==> src/rtl/tnm_pkg.sv <==
// ----------------------------------------------------------------------------
// TDMA node membership table package
// Shared types, sizes and codes for the membership table block.
// ----------------------------------------------------------------------------
package tnm_pkg;

   localparam int MAX_NODES      = 16;
   localparam int BEACON_ENTRIES = 8;
   localparam int IDX_W          = (MAX_NODES > 1) ? $clog2(MAX_NODES) : 1;
   localparam int CNT_W          = $clog2(MAX_NODES + 1);

   localparam logic [IDX_W-1:0] LAST_IDX    = IDX_W'(MAX_NODES - 1);
   localparam logic [CNT_W-1:0] FULL_COUNT  = CNT_W'(MAX_NODES);
   localparam logic [CNT_W-1:0] BEACON_MAX  = CNT_W'(BEACON_ENTRIES);

   // Input modes.
   localparam logic [1:0] MODE_FRAME  = 2'd0;
   localparam logic [1:0] MODE_SWEEP  = 2'd1;
   localparam logic [1:0] MODE_BEACON = 2'd2;

   // Message types.
   localparam logic [1:0] MSG_JOIN  = 2'd0;
   localparam logic [1:0] MSG_OTHER = 2'd3;

   // Result kinds.
   localparam logic [1:0] KIND_FRAME  = 2'd0;
   localparam logic [1:0] KIND_SWEEP  = 2'd1;
   localparam logic [1:0] KIND_HEADER = 2'd2;
   localparam logic [1:0] KIND_ENTRY  = 2'd3;

   // Frame actions.
   localparam logic [2:0] ACT_NONE    = 3'd0;
   localparam logic [2:0] ACT_ADDED   = 3'd1;
   localparam logic [2:0] ACT_REFRESH = 3'd2;
   localparam logic [2:0] ACT_FULL    = 3'd3;
   localparam logic [2:0] ACT_DUP     = 3'd4;

   // Register indexes and reset values.
   localparam logic [1:0] REG_SELF_ID   = 2'd0;
   localparam logic [1:0] REG_BCAST_ID  = 2'd1;
   localparam logic [1:0] REG_TIMEOUT   = 2'd2;
   localparam logic [15:0] SELF_ID_RST  = 16'd0;
   localparam logic [15:0] BCAST_ID_RST = 16'hFFFF;
   localparam logic [31:0] TIMEOUT_RST  = 32'd60000;

   // One table entry as it travels along the chain.
   typedef struct packed {
      logic [15:0] addr;
      logic [7:0]  slot;
      logic [31:0] seen;
   } entry_type;

   // One result word.
   typedef struct packed {
      logic [1:0]       kind;
      logic             accepted;
      logic [2:0]       action;
      logic [3:0]       entry_index;
      logic [15:0]      node_addr;
      logic [7:0]       slot_number;
      logic [CNT_W-1:0] member_count;
      logic [7:0]       beacon_seq;
      logic [CNT_W-1:0] removed_count;
      logic             last;
   } result_type;

   // Control from the sequencer to the chain.
   typedef struct packed {
      logic      rotate;
      logic      write;
      entry_type wr_data;
   } chain_ctl_type;

endpackage

==> src/rtl/tdma_node_membership_table_unit.sv <==
// ----------------------------------------------------------------------------
// TDMA node membership table
// Coordinator membership table: frame handling, stale sweep, beacon read-out.
// ----------------------------------------------------------------------------
// The table is a ring of 16 cells that rotates one entry per cycle past a
// head cell while the sequencer walks it, unless a beacon entry waits on an
// output stall; every table walk is a full revolution. A frame is accepted,
// walks one revolution for the lookup, one more when it adds or refreshes
// an entry, and then loads the result word. A refused add skips the write
// revolution, and a frame that is not addressed here or carries another
// message type goes straight to the load. A sweep walks one revolution per
// occupied entry, one more to land the last move, and then loads its result
// word; on an empty table it goes straight to the load. A beacon loads a
// header word and then walks a revolution for its entries, stretched by any
// output stall. A new word is taken only while the sequencer is idle; a
// finished result word may still wait at the output.
// ----------------------------------------------------------------------------
module tdma_node_membership_table_unit (
   input  logic                      clock,
   input  logic                      reset,
   input  logic                      req_valid,
   output logic                      req_ready,
   input  logic [1:0]                req_mode,
   input  logic [15:0]               req_dst_id,
   input  logic [15:0]               req_src_id,
   input  logic [1:0]                req_msg_type,
   input  logic [31:0]               req_now_ms,
   output logic                      rsp_valid,
   input  logic                      rsp_ready,
   output logic [1:0]                rsp_kind,
   output logic                      rsp_accepted,
   output logic [2:0]                rsp_action,
   output logic [3:0]                rsp_entry_index,
   output logic [15:0]               rsp_node_addr,
   output logic [7:0]                rsp_slot_number,
   output logic [tnm_pkg::CNT_W-1:0] rsp_member_count,
   output logic [7:0]                rsp_beacon_seq,
   output logic [tnm_pkg::CNT_W-1:0] rsp_removed_count,
   output logic                      rsp_last,
   input  logic                      csr_valid,
   output logic                      csr_ready,
   input  logic [1:0]                csr_index,
   input  logic [31:0]               csr_data
);
   import tnm_pkg::*;

   typedef enum logic [7:0] {
      ST_IDLE  = 8'b0000_0001,
      ST_LOOK  = 8'b0000_0010,
      ST_WRITE = 8'b0000_0100,
      ST_SWEEP = 8'b0000_1000,
      ST_FLUSH = 8'b0001_0000,
      ST_EMIT  = 8'b0010_0000,
      ST_BHDR  = 8'b0100_0000,
      ST_BEAC  = 8'b1000_0000
   } state_type;

   state_type        state_ff, state_in;
   logic [15:0]      self_id_ff, self_id_in;
   logic [15:0]      bcast_id_ff, bcast_id_in;
   logic [31:0]      timeout_ff, timeout_in;
   logic [CNT_W-1:0] total_ff, total_in;
   logic [7:0]       seq_ff, seq_in;
   logic [IDX_W-1:0] cnt_ff, cnt_in;
   logic [15:0]      src_ff, src_in;
   logic [1:0]       type_ff, type_in;
   logic [31:0]      now_ff, now_in;
   logic             found_ff, found_in;
   logic [IDX_W-1:0] fidx_ff, fidx_in;
   entry_type        fent_ff, fent_in;
   logic [IDX_W-1:0] sw_i_ff, sw_i_in;
   logic             stale_ff, stale_in;
   entry_type        top_ff, top_in;
   logic [CNT_W-1:0] removed_ff, removed_in;
   logic             wr_pend_ff, wr_pend_in;
   logic [IDX_W-1:0] wr_idx_ff, wr_idx_in;
   entry_type        wr_data_ff, wr_data_in;
   result_type       res_ff, res_in;
   result_type       out_ff, out_in;
   logic             rsp_valid_ff, rsp_valid_in;

   chain_ctl_type    ctl;
   entry_type        head;
   logic             can_load;
   logic             load_en;
   result_type       load_res;
   logic             in_fire;
   logic             last_cnt;
   logic [IDX_W-1:0] cnt_next;
   logic             cnt_live;
   logic             hit_now;
   logic             f_any;
   logic [IDX_W-1:0] f_idx;
   entry_type        f_ent;
   logic [IDX_W-1:0] top_idx;
   logic             s_fin;
   entry_type        t_fin;
   logic [31:0]      age;
   logic [CNT_W-1:0] beacon_n;
   logic             to_me;

   // Ring of table entries.
   tnm_chain u_chain (
      .clock (clock),
      .ctl   (ctl),
      .head  (head)
   );

   // Handshakes and shared decodes.
   assign req_ready = (state_ff == ST_IDLE);
   assign csr_ready = 1'b1;
   assign in_fire   = req_valid && req_ready;
   assign can_load  = !rsp_valid_ff || rsp_ready;
   assign last_cnt  = (cnt_ff == LAST_IDX);
   assign cnt_next  = last_cnt ? '0 : cnt_ff + 1'b1;
   assign cnt_live  = ({1'b0, cnt_ff} < total_ff);
   assign to_me     = (req_dst_id == self_id_ff) || (req_dst_id == bcast_id_ff);
   assign beacon_n  = (total_ff < BEACON_MAX) ? total_ff : BEACON_MAX;

   // Lookup: first live entry that matches the source address.
   assign hit_now = cnt_live && (head.addr == src_ff) && !found_ff;
   assign f_any   = found_ff || hit_now;
   assign f_idx   = found_ff ? fidx_ff : cnt_ff;
   assign f_ent   = found_ff ? fent_ff : head;

   // Sweep: age of the entry at the head and the current top entry.
   assign age     = now_ff - head.seen;
   assign top_idx = IDX_W'(total_ff - 1'b1);
   assign s_fin   = (cnt_ff == sw_i_ff) ? (age > timeout_ff) : stale_ff;
   assign t_fin   = (cnt_ff == top_idx) ? head : top_ff;

   // Chain control: writes land while the target passes the head.
   always_comb begin
      ctl.wr_data = wr_data_ff;
      ctl.write   = 1'b0;
      ctl.rotate  = 1'b0;
      case (state_ff)
         ST_LOOK: begin
            ctl.rotate = 1'b1;
         end
         ST_WRITE, ST_SWEEP, ST_FLUSH: begin
            ctl.rotate = 1'b1;
            ctl.write  = wr_pend_ff && (cnt_ff == wr_idx_ff);
         end
         ST_BEAC: begin
            ctl.rotate = ({1'b0, cnt_ff} < beacon_n) ? can_load : 1'b1;
         end
         default: begin
            ctl.rotate = 1'b0;
         end
      endcase
   end

   // Configuration registers.
   always_comb begin
      self_id_in  = self_id_ff;
      bcast_id_in = bcast_id_ff;
      timeout_in  = timeout_ff;
      if (csr_valid && csr_ready) begin
         case (csr_index)
            REG_SELF_ID:  self_id_in  = csr_data[15:0];
            REG_BCAST_ID: bcast_id_in = csr_data[15:0];
            REG_TIMEOUT:  timeout_in  = csr_data;
            default:      self_id_in  = self_id_ff;
         endcase
      end
   end

   // Sequencer.
   always_comb begin
      state_in   = state_ff;
      total_in   = total_ff;
      seq_in     = seq_ff;
      cnt_in     = cnt_ff;
      src_in     = src_ff;
      type_in    = type_ff;
      now_in     = now_ff;
      found_in   = found_ff;
      fidx_in    = fidx_ff;
      fent_in    = fent_ff;
      sw_i_in    = sw_i_ff;
      stale_in   = stale_ff;
      top_in     = top_ff;
      removed_in = removed_ff;
      wr_pend_in = wr_pend_ff;
      wr_idx_in  = wr_idx_ff;
      wr_data_in = wr_data_ff;
      res_in     = res_ff;
      load_en    = 1'b0;
      load_res   = '0;
      if (ctl.rotate) begin
         cnt_in = cnt_next;
      end
      case (state_ff)
         ST_IDLE: begin
            if (in_fire) begin
               src_in   = req_src_id;
               type_in  = req_msg_type;
               now_in   = req_now_ms;
               cnt_in   = '0;
               found_in = 1'b0;
               res_in   = '0;
               res_in.member_count = total_ff;
               res_in.last         = 1'b1;
               case (req_mode)
                  MODE_FRAME: begin
                     res_in.accepted = to_me;
                     if (to_me && (req_msg_type != MSG_OTHER)) begin
                        state_in = ST_LOOK;
                     end else begin
                        state_in = ST_EMIT;
                     end
                  end
                  MODE_SWEEP: begin
                     res_in.kind = KIND_SWEEP;
                     removed_in  = '0;
                     wr_pend_in  = 1'b0;
                     sw_i_in     = IDX_W'(total_ff - 1'b1);
                     state_in    = (total_ff == '0) ? ST_EMIT : ST_SWEEP;
                  end
                  MODE_BEACON: begin
                     state_in = ST_BHDR;
                  end
                  default: begin
                     state_in = ST_IDLE;
                  end
               endcase
            end
         end
         ST_LOOK: begin
            if (hit_now) begin
               found_in = 1'b1;
               fidx_in  = cnt_ff;
               fent_in  = head;
            end
            if (last_cnt) begin
               res_in.node_addr = src_ff;
               if (f_any) begin
                  res_in.entry_index = 4'(f_idx);
                  res_in.slot_number = f_ent.slot;
                  if (type_ff == MSG_JOIN) begin
                     res_in.action = ACT_DUP;
                     state_in      = ST_EMIT;
                  end else begin
                     res_in.action = ACT_REFRESH;
                     wr_pend_in    = 1'b1;
                     wr_idx_in     = f_idx;
                     wr_data_in    = '{addr: f_ent.addr, slot: f_ent.slot, seen: now_ff};
                     state_in      = ST_WRITE;
                  end
               end else if (total_ff >= FULL_COUNT) begin
                  res_in.action = ACT_FULL;
                  state_in      = ST_EMIT;
               end else begin
                  res_in.action       = ACT_ADDED;
                  res_in.entry_index  = 4'(total_ff);
                  res_in.slot_number  = 8'(total_ff) + 8'd2;
                  res_in.member_count = total_ff + 1'b1;
                  total_in            = total_ff + 1'b1;
                  wr_pend_in          = 1'b1;
                  wr_idx_in           = IDX_W'(total_ff);
                  wr_data_in          = '{addr: src_ff, slot: 8'(total_ff) + 8'd2,
                                          seen: now_ff};
                  state_in            = ST_WRITE;
               end
            end
         end
         ST_WRITE: begin
            if (last_cnt) begin
               wr_pend_in = 1'b0;
               state_in   = ST_EMIT;
            end
         end
         ST_SWEEP: begin
            // One revolution per index, from the top down.
            if (cnt_ff == sw_i_ff) begin
               stale_in = age > timeout_ff;
            end
            if (cnt_ff == top_idx) begin
               top_in = head;
            end
            if (last_cnt) begin
               wr_pend_in = s_fin;
               if (s_fin) begin
                  wr_idx_in  = sw_i_ff;
                  wr_data_in = t_fin;
                  total_in   = total_ff - 1'b1;
                  removed_in = removed_ff + 1'b1;
               end
               if (sw_i_ff == '0) begin
                  state_in = ST_FLUSH;
               end else begin
                  sw_i_in = sw_i_ff - 1'b1;
               end
            end
         end
         ST_FLUSH: begin
            if (last_cnt) begin
               wr_pend_in           = 1'b0;
               res_in.removed_count = removed_ff;
               res_in.member_count  = total_ff;
               state_in             = ST_EMIT;
            end
         end
         ST_EMIT: begin
            if (can_load) begin
               load_en  = 1'b1;
               load_res = res_ff;
               state_in = ST_IDLE;
            end
         end
         ST_BHDR: begin
            if (can_load) begin
               load_en               = 1'b1;
               load_res.kind         = KIND_HEADER;
               load_res.member_count = total_ff;
               load_res.beacon_seq   = seq_ff;
               load_res.last         = (beacon_n == '0);
               seq_in                = seq_ff + 8'd1;
               cnt_in                = '0;
               state_in              = (beacon_n == '0) ? ST_IDLE : ST_BEAC;
            end
         end
         ST_BEAC: begin
            if (({1'b0, cnt_ff} < beacon_n) && can_load) begin
               load_en               = 1'b1;
               load_res.kind         = KIND_ENTRY;
               load_res.entry_index  = 4'(cnt_ff);
               load_res.node_addr    = head.addr;
               load_res.slot_number  = head.slot;
               load_res.member_count = total_ff;
               load_res.last         = ({1'b0, cnt_ff} == beacon_n - 1'b1);
            end
            if (ctl.rotate && last_cnt) begin
               state_in = ST_IDLE;
            end
         end
         default: begin
            state_in = ST_IDLE;
         end
      endcase
   end

   // Output register.
   always_comb begin
      out_in       = load_en ? load_res : out_ff;
      rsp_valid_in = load_en ? 1'b1 : (rsp_valid_ff && !rsp_ready);
   end

   // Control registers.
   always_ff @(posedge clock) begin
      if (reset) begin
         state_ff     <= ST_IDLE;
         self_id_ff   <= SELF_ID_RST;
         bcast_id_ff  <= BCAST_ID_RST;
         timeout_ff   <= TIMEOUT_RST;
         total_ff     <= '0;
         seq_ff       <= '0;
         cnt_ff       <= '0;
         wr_pend_ff   <= 1'b0;
         rsp_valid_ff <= 1'b0;
      end else begin
         state_ff     <= state_in;
         self_id_ff   <= self_id_in;
         bcast_id_ff  <= bcast_id_in;
         timeout_ff   <= timeout_in;
         total_ff     <= total_in;
         seq_ff       <= seq_in;
         cnt_ff       <= cnt_in;
         wr_pend_ff   <= wr_pend_in;
         rsp_valid_ff <= rsp_valid_in;
      end
   end

   // Payload registers.
   always_ff @(posedge clock) begin
      src_ff     <= src_in;
      type_ff    <= type_in;
      now_ff     <= now_in;
      found_ff   <= found_in;
      fidx_ff    <= fidx_in;
      fent_ff    <= fent_in;
      sw_i_ff    <= sw_i_in;
      stale_ff   <= stale_in;
      top_ff     <= top_in;
      removed_ff <= removed_in;
      wr_idx_ff  <= wr_idx_in;
      wr_data_ff <= wr_data_in;
      res_ff     <= res_in;
      out_ff     <= out_in;
   end

   assign rsp_valid         = rsp_valid_ff;
   assign rsp_kind          = out_ff.kind;
   assign rsp_accepted      = out_ff.accepted;
   assign rsp_action        = out_ff.action;
   assign rsp_entry_index   = out_ff.entry_index;
   assign rsp_node_addr     = out_ff.node_addr;
   assign rsp_slot_number   = out_ff.slot_number;
   assign rsp_member_count  = out_ff.member_count;
   assign rsp_beacon_seq    = out_ff.beacon_seq;
   assign rsp_removed_count = out_ff.removed_count;
   assign rsp_last          = out_ff.last;

endmodule

==> src/rtl/tnm_cell.sv <==
// ----------------------------------------------------------------------------
// Membership table cell
// Holds one table entry and takes its neighbor's entry when the row rotates.
// ----------------------------------------------------------------------------
module tnm_cell (
   input  logic              clock,
   input  logic              shift_en,
   input  tnm_pkg::entry_type d,
   output tnm_pkg::entry_type q
);
   import tnm_pkg::*;

   entry_type entry_ff;
   entry_type entry_in;

   // Take the neighbor's entry on a shift, hold otherwise.
   always_comb begin
      entry_in = shift_en ? d : entry_ff;
   end

   always_ff @(posedge clock) begin
      entry_ff <= entry_in;
   end

   assign q = entry_ff;

endmodule

==> src/rtl/tnm_chain.sv <==
// ----------------------------------------------------------------------------
// Membership table ring
// A ring of cells; the head cell is visible to the sequencer and can be
// replaced as it wraps around to the tail.
// ----------------------------------------------------------------------------
module tnm_chain (
   input  logic                   clock,
   input  tnm_pkg::chain_ctl_type ctl,
   output tnm_pkg::entry_type     head
);
   import tnm_pkg::*;

   entry_type q [MAX_NODES];
   entry_type d [MAX_NODES];
   entry_type head_eff;

   // The head as seen this cycle, with a pending write applied.
   always_comb begin
      head_eff = ctl.write ? ctl.wr_data : q[0];
   end

   // Each cell takes its upper neighbor; the tail takes the head.
   always_comb begin
      for (int k = 0; k < MAX_NODES - 1; k++) begin
         d[k] = q[k+1];
      end
      d[MAX_NODES-1] = head_eff;
   end

   for (genvar k = 0; k < MAX_NODES; k++) begin : g_cell
      tnm_cell u_cell (
         .clock    (clock),
         .shift_en (ctl.rotate),
         .d        (d[k]),
         .q        (q[k])
      );
   end

   assign head = head_eff;

endmodule

==> config.mk <==
export PLATFORM = sky130hd
export DESIGN_NAME = tdma_node_membership_table_unit
export DESIGN_NICKNAME = d
export VERILOG_FILES = /design/src/rtl/tnm_pkg.sv /design/src/rtl/tdma_node_membership_table_unit.sv /design/src/rtl/tnm_cell.sv /design/src/rtl/tnm_chain.sv
export SDC_FILE = /design/constraint.sdc
export NUM_CORES = 1
export LEC_CHECK = 0
export BUFFER_PORTS_ARGS = -buffer_cell sky130_fd_sc_hd__buf_2
export CORE_MARGIN = 1.5
export CORE_UTILIZATION = 55
export CTS_CLUSTER_DIAMETER = 50
export CTS_CLUSTER_SIZE = 14
export DETAILED_ROUTE_END_ITERATION = 8
export PLACE_DENSITY = 0.72
export SLEW_MARGIN = 20
export SYNTH_ARGS = -nofsm -noshare
export SYNTH_HDL_FRONTEND = slang
export SYNTH_SLANG_ARGS = --single-unit
==> constraint.sdc <==
create_clock -name clock -period 90.9 [get_ports clock]
set_input_delay 9.09 -clock clock [delete_from_list [all_inputs] [get_ports clock]]
set_output_delay 9.09 -clock clock [all_outputs]
set_load 0.005 [all_outputs]
# Yosys cells after proc, flatten, opt, wreduce, memory -nomap -nowiden

Cells that the tools add are included.

Register bits: 1320
Input bits: 107
Output and inout port bits: 56

Add/subtract/negate cells: 9
Order comparisons: 5
Eq/ne operators: 38
Muxes and demuxes: 102
Reduce and logical (&&, ||, !) cells: 48

Operator list:

| operator           | count |
|---|---|
| $mux 56            | 9 |
| $pmux 56 s2        | 1 |
| $mux 8             | 11 |
| $mux 5             | 13 |
| $pmux 31 s2        | 1 |
| $mux 4             | 15 |
| $pmux 28 s2        | 1 |
| $pmux 8 s7         | 1 |
| $mux 52            | 1 |
| $mux 50            | 1 |
| $eq 16x16->1       | 3 |
| $mux 36            | 1 |
| $mux 33            | 1 |
| $gt 32x32->1       | 1 |
| $sub 32x32->32     | 1 |
| $pmux 5 s2         | 3 |
| $pmux 5 s3         | 2 |
| $mux 13            | 2 |
| $ne 2x2->1 const B | 13 |
| $mux 6             | 4 |
| $pmux 4 s2         | 3 |
| $pmux 7 s3         | 1 |
| $mux 1             | 19 |
| $reduce_and 6->1   | 3 |
| 49 further kinds   | 91 |

# Depth between registers and ports, before layout

Word-level depth: 11
Gate-level depth with buffers: 31

# Hierarchy

Synthesis repeated with hierarchy kept, for this count alone.

Cells, all modules: 2746
Area, all modules: 47058.9 um^2

Modules (own cells, without submodules):

| module                          | instances | cells an instance | area each (um^2) | seq. area each (um^2) |
|---|---|---|---|---|
| tnm_cell                        | 16        | 56                | 1681.6           | 1681.6 |
| tdma_node_membership_table_unit | 1         | 1732              | 18890.6          | 10860.4 |
| tnm_chain                       | 1         | 118               | 1262.5           | 0.0 |

# Worst setup path before layout

No wires, ideal clock.

Path kind: input-to-reg
Start: in rsp_ready
End: reg state_ff[5]
Library setup time: 0.145 ns
Data arrival time: 35.934 ns
Slack: 54.821 ns
Stages: 10
Buffers on the path: 1
Cells stage by stage: nor2b_1 -> inv_1 -> a211oi_1 -> o21ai_2 -> a22oi_1 -> a311oi_1 -> o21ai_0 -> clkbuf_1 -> a2111oi_0 -> a221oi_1

RTL lines:

| element              | line                                   | source |
|---|---|---|
| start, declared      | tdma_node_membership_table_unit.sv:29  | `input logic rsp_ready,` |
| end signal, assigned | tdma_node_membership_table_unit.sv:363 | `state_ff <= state_in;` |
| end, declared        | tdma_node_membership_table_unit.sv:58  | `state_type state_ff, state_in;` |

==> out/metrics.csv <==
metric,value,unit
critical-path-slowest-cell,buf_6,
htreeDepth,3,
synth_flop_cell,edfxtp_1,
synth_area,0.04674,sq mm
vias_per_cell,5.538,
grt_pass1_vias,22620,
die_w,294.5,microns
vias,23100,
cp.required,91.21,ns
yosys_warnings,0,
grt_overflow,0,
p_int,0.9351,mW
crit_buf_inv,6,
cts_tree,yes,
switching_power,0.2463,mW
antenna_found_initial,9,
die_area,0.08674,sq mm
routedWlPerCell,20.32,microns
port_buffers,161,
num-nets-final,3141,
numCtsBuffers,116,
core-area,0.08382,sq mm
ctsHoldBuffers,0,
synth_edf_count,1197,
cts-root-buf,clkbuf_16,
power_frac_comb,0.044,
slew_headroom,0.2033,
syn_area_per_cell,17.11,sq um
die_h,294.5,microns
max_slew.worst_pin.slew,1.195,ns
power_leakage,18.26,nW
grt_max_degree,212,
clk_pin_slew_worst_paths,0.06,ns
skew,0.02115,ns
synth.distinct_cells,73,
run_status,finished clean,
synth_top_area_share,0.7691,
reg2regPathDepth,27,
yosys.area.top_type,edfxtp_1,
min_from,u_chain.g_cell[2].u_cell.q[24],
grt_pass1_wl,130300,microns
synth_top_cells_by_area,"edfxtp_1, dfxtp_1, ha_1, nand2_1, mux2i_1",
crit_arrival,12.57,ns
final.period_utilization,0.1349,
synth.net_count,2921,
critical_path.max_fanout,204,
async_flop_share,0,
p_clk_frac,0.400,
crit_type,input pin to flip-flop,
nFillCells,5867,
rsz0062_at_grt,no,
period_needed,12.26,ns
first_iter_violations,2093,
rows,106,
sw_frac_of_total,0.2085,
cp-end-kind,flip-flop,
crit_family,buffers and inverters,
gp_congestion,0.8610,
synth.ff_latch_count,1288,
synthToLayoutAreaGrowth,12.64,%
critical_path.max_stage_delay,0.69,ns
drv_slew,0,
setup_tns,0,ns
antenna_cells,0,
met1_usage,0.2969,
cp-start-kind,input pin,
vdd_drop_max,0.01575,mV
hold_end,u_chain.g_cell[1].u_cell.q[24],
setup_viol,0,
power_frac_seq,0.556,
gr-usage-all-layers,0.1961,
ioPinCount,163,
hold_path.class,flip-flop to flip-flop,
drc,0,
hold_path_depth,0,
maxCapViolations,0,
syn_inst,2731,
crit_top_cell,buf_12,
reg2reg_to,ctl[30],
initial_utilization,0.5576,
ys_seq_area_frac,0.8081,
cts-resized-gates,0,
timing.fmax,81.58,MHz
first_pass_iters,6,
post_cts_buffers,0,
dpl.hpwl,50980,microns
clk_path_buf_depth,3,
antenna_left,0,
hold_viol,0,
use_met3,0.03326,
rrSetupSlack,81.86,ns
wirelength,84770,microns
use_met2,0.2932,
crit_chain,buf_2 > nor2b_1 > inv_1 > a211oi_1 > o21ai_4 > buf_12 > buf_12 > buf_16 > buf_6,
numClockSinks,1288,
r2r_start,cnt_ff[2],
busiest_layer,met1,
final_layout_size_suffix_gt1_frac,0.1366,
clk_latency,0.69,ns
p_per_area,22.44,mW/mm^2
fin_util,0.6281,
==> layer usage <==
layer | share of wire | routed length [microns]
met3 | 0.060 | 5083
met2 | 0.45 | 38390
met1 | 0.46 | 39320
met5 | 0.00085 | 72
met4 | 0.023 | 1910
==> worst max path at each step <==
| stage | startpoint | end | slack, ns | cells past startpoint |
|---|---|---|---|---|
| after floorplan | rsp_ready | state_ff[5] | 54.82 | 10 |
| after global placement | rsp_ready | u_chain.g_cell[10].u_cell.q[27] | 77.79 | 8 |
| after detailed placement | rsp_ready | u_chain.g_cell[10].u_cell.q[48] | 77.64 | 8 |
| after CTS | rsp_ready | u_chain.g_cell[14].u_cell.q[44] | 78.41 | 8 |
| after global routing | rsp_ready | u_chain.g_cell[0].u_cell.q[25] | 78.28 | 9 |
| final | rsp_ready | u_chain.g_cell[0].u_cell.q[25] | 78.64 | 9 |
==> worst register-to-register path: stages, from the launching register on <==
cell and delay (ns):
dfxtp_1 0.79, xor2_1 0.16, nor3_1 0.42, o2111ai_4 0.17
buf_4 0.34, mux2i_1 0.59, ha_1 0.40, a211oi_1 0.35
o21ai_0 0.19, a2111o_1 0.46, a211oi_1 0.26, nor4_1 0.11
a21oi_1 0.30, nor2b_1 0.38, o41ai_1 0.11, a21oi_1 0.18
xnor2_1 0.11, ha_1 0.29, nand4_1 0.22, nor3_1 0.44
nor2b_1 0.39, o41ai_1 0.12, a21oi_1 0.14, buf_4 0.17
a21oi_1 0.09, nand2b_1 0.40, nor2b_4 0.18, buf_4 0.82
==> layout make-up <==
cell class,count,area (sq um),share of cell area
Clock inverter,41,539.3,0.01024
Sequential cell,1288,37770,0.7174
Inverter,121,456.7,0.008675
Timing Repair Buffer,188,1074,0.02039
Multi-Input combinational cell,1236,8253,0.1568
Tap cell,1134,1419,0.02695
Clock buffer,163,3139,0.05963
==> placed cells by master (no fill, tap or decap), drive strengths merged, types with 18 or more instances in the layout <==
cell	instances
clkbuf	163
nand3b	18
edfxtp	1197
xnor2	81
nand2	257
a21oi	111
nand4	20
nor3	19
dfxtp	91
buf	188
nor2	85
nand3	23
a21o	35
mux2i	85
ha	82
and2	49
xor2	30
mux2	39
o21ai	134
inv	134
==> per-stage QoR <==
step	instance area (sq um)	std cells	hold slack, ns	worst slack (ns)	power, mW
global placement	48930	3966	0.4003	77.79	0.7196
finish	52650	4171	0.4103	78.64	1.181
detailed placement	48930	3966	0.4045	77.64	0.7216
floorplan	46740	2731	0.4003	54.82	0.7016
global route	52650	4171	0.4108	78.28	1.221
CTS	52610	4170	0.4099	78.41	1.193
==> cells by family after synthesis <==
group           count (synthesis)  share of synthesized area
compound gates                368                    0.04787
fa+ha+maj                      84                    0.02259
buf+inv                       207                    0.01687
xor+xnor                      111                    0.02080
other cells                     1                 0.00008024
simple gates                  548                    0.05579
mux                           124                    0.02795
flops                        1288                     0.8081
==> cells in the mapped netlist (23+ instances only) <==
library cell	instances
a21o_1	35
a21oi_1	111
and2_1	49
clkbuf_1	67
dfxtp_1	91
edfxtp_1	1197
ha_1	82
inv_1	120
mux2_2	39
mux2i_1	83
nand2_1	257
nand3_1	23
nor2_1	85
o21ai_0	133
xnor2_1	81
xor2_1	30
==> sequential cells by signal, summed over array words and instances, names as in the netlist, 5 cells and up <==
register and flops:
fent_ff 24, total_ff 5, rsp_slot_number 8, state_ff 8, removed_ff 5, top_ff 56
ctl 56, timeout_ff 32, rsp_member_count 5, now_ff 32, rsp_node_addr 16, self_id_ff 16
src_ff 16, res_ff 43, rsp_beacon_seq 8, bcast_id_ff 16, u_chain.g_cell.u_cell.q 896, rsp_removed_count 5
seq_ff 8
==> power by group through the flow <==
| stage | Sequential (mW) | Combinational [mW] | Clock, mW |
|---|---|---|---|
| 2_1_floorplan | 0.667 | 0.0343 | 0 |
| 3_3_place_gp | 0.669 | 0.0501 | 0 |
| 3_5_place_dp | 0.670 | 0.0519 | 0 |
| 4_1_cts | 0.657 | 0.0523 | 0.484 |
| 5_1_grt | 0.657 | 0.0577 | 0.506 |
| 6_report | 0.657 | 0.0521 | 0.472 |
No activity file was read; power rests on OpenSTA's default activity.
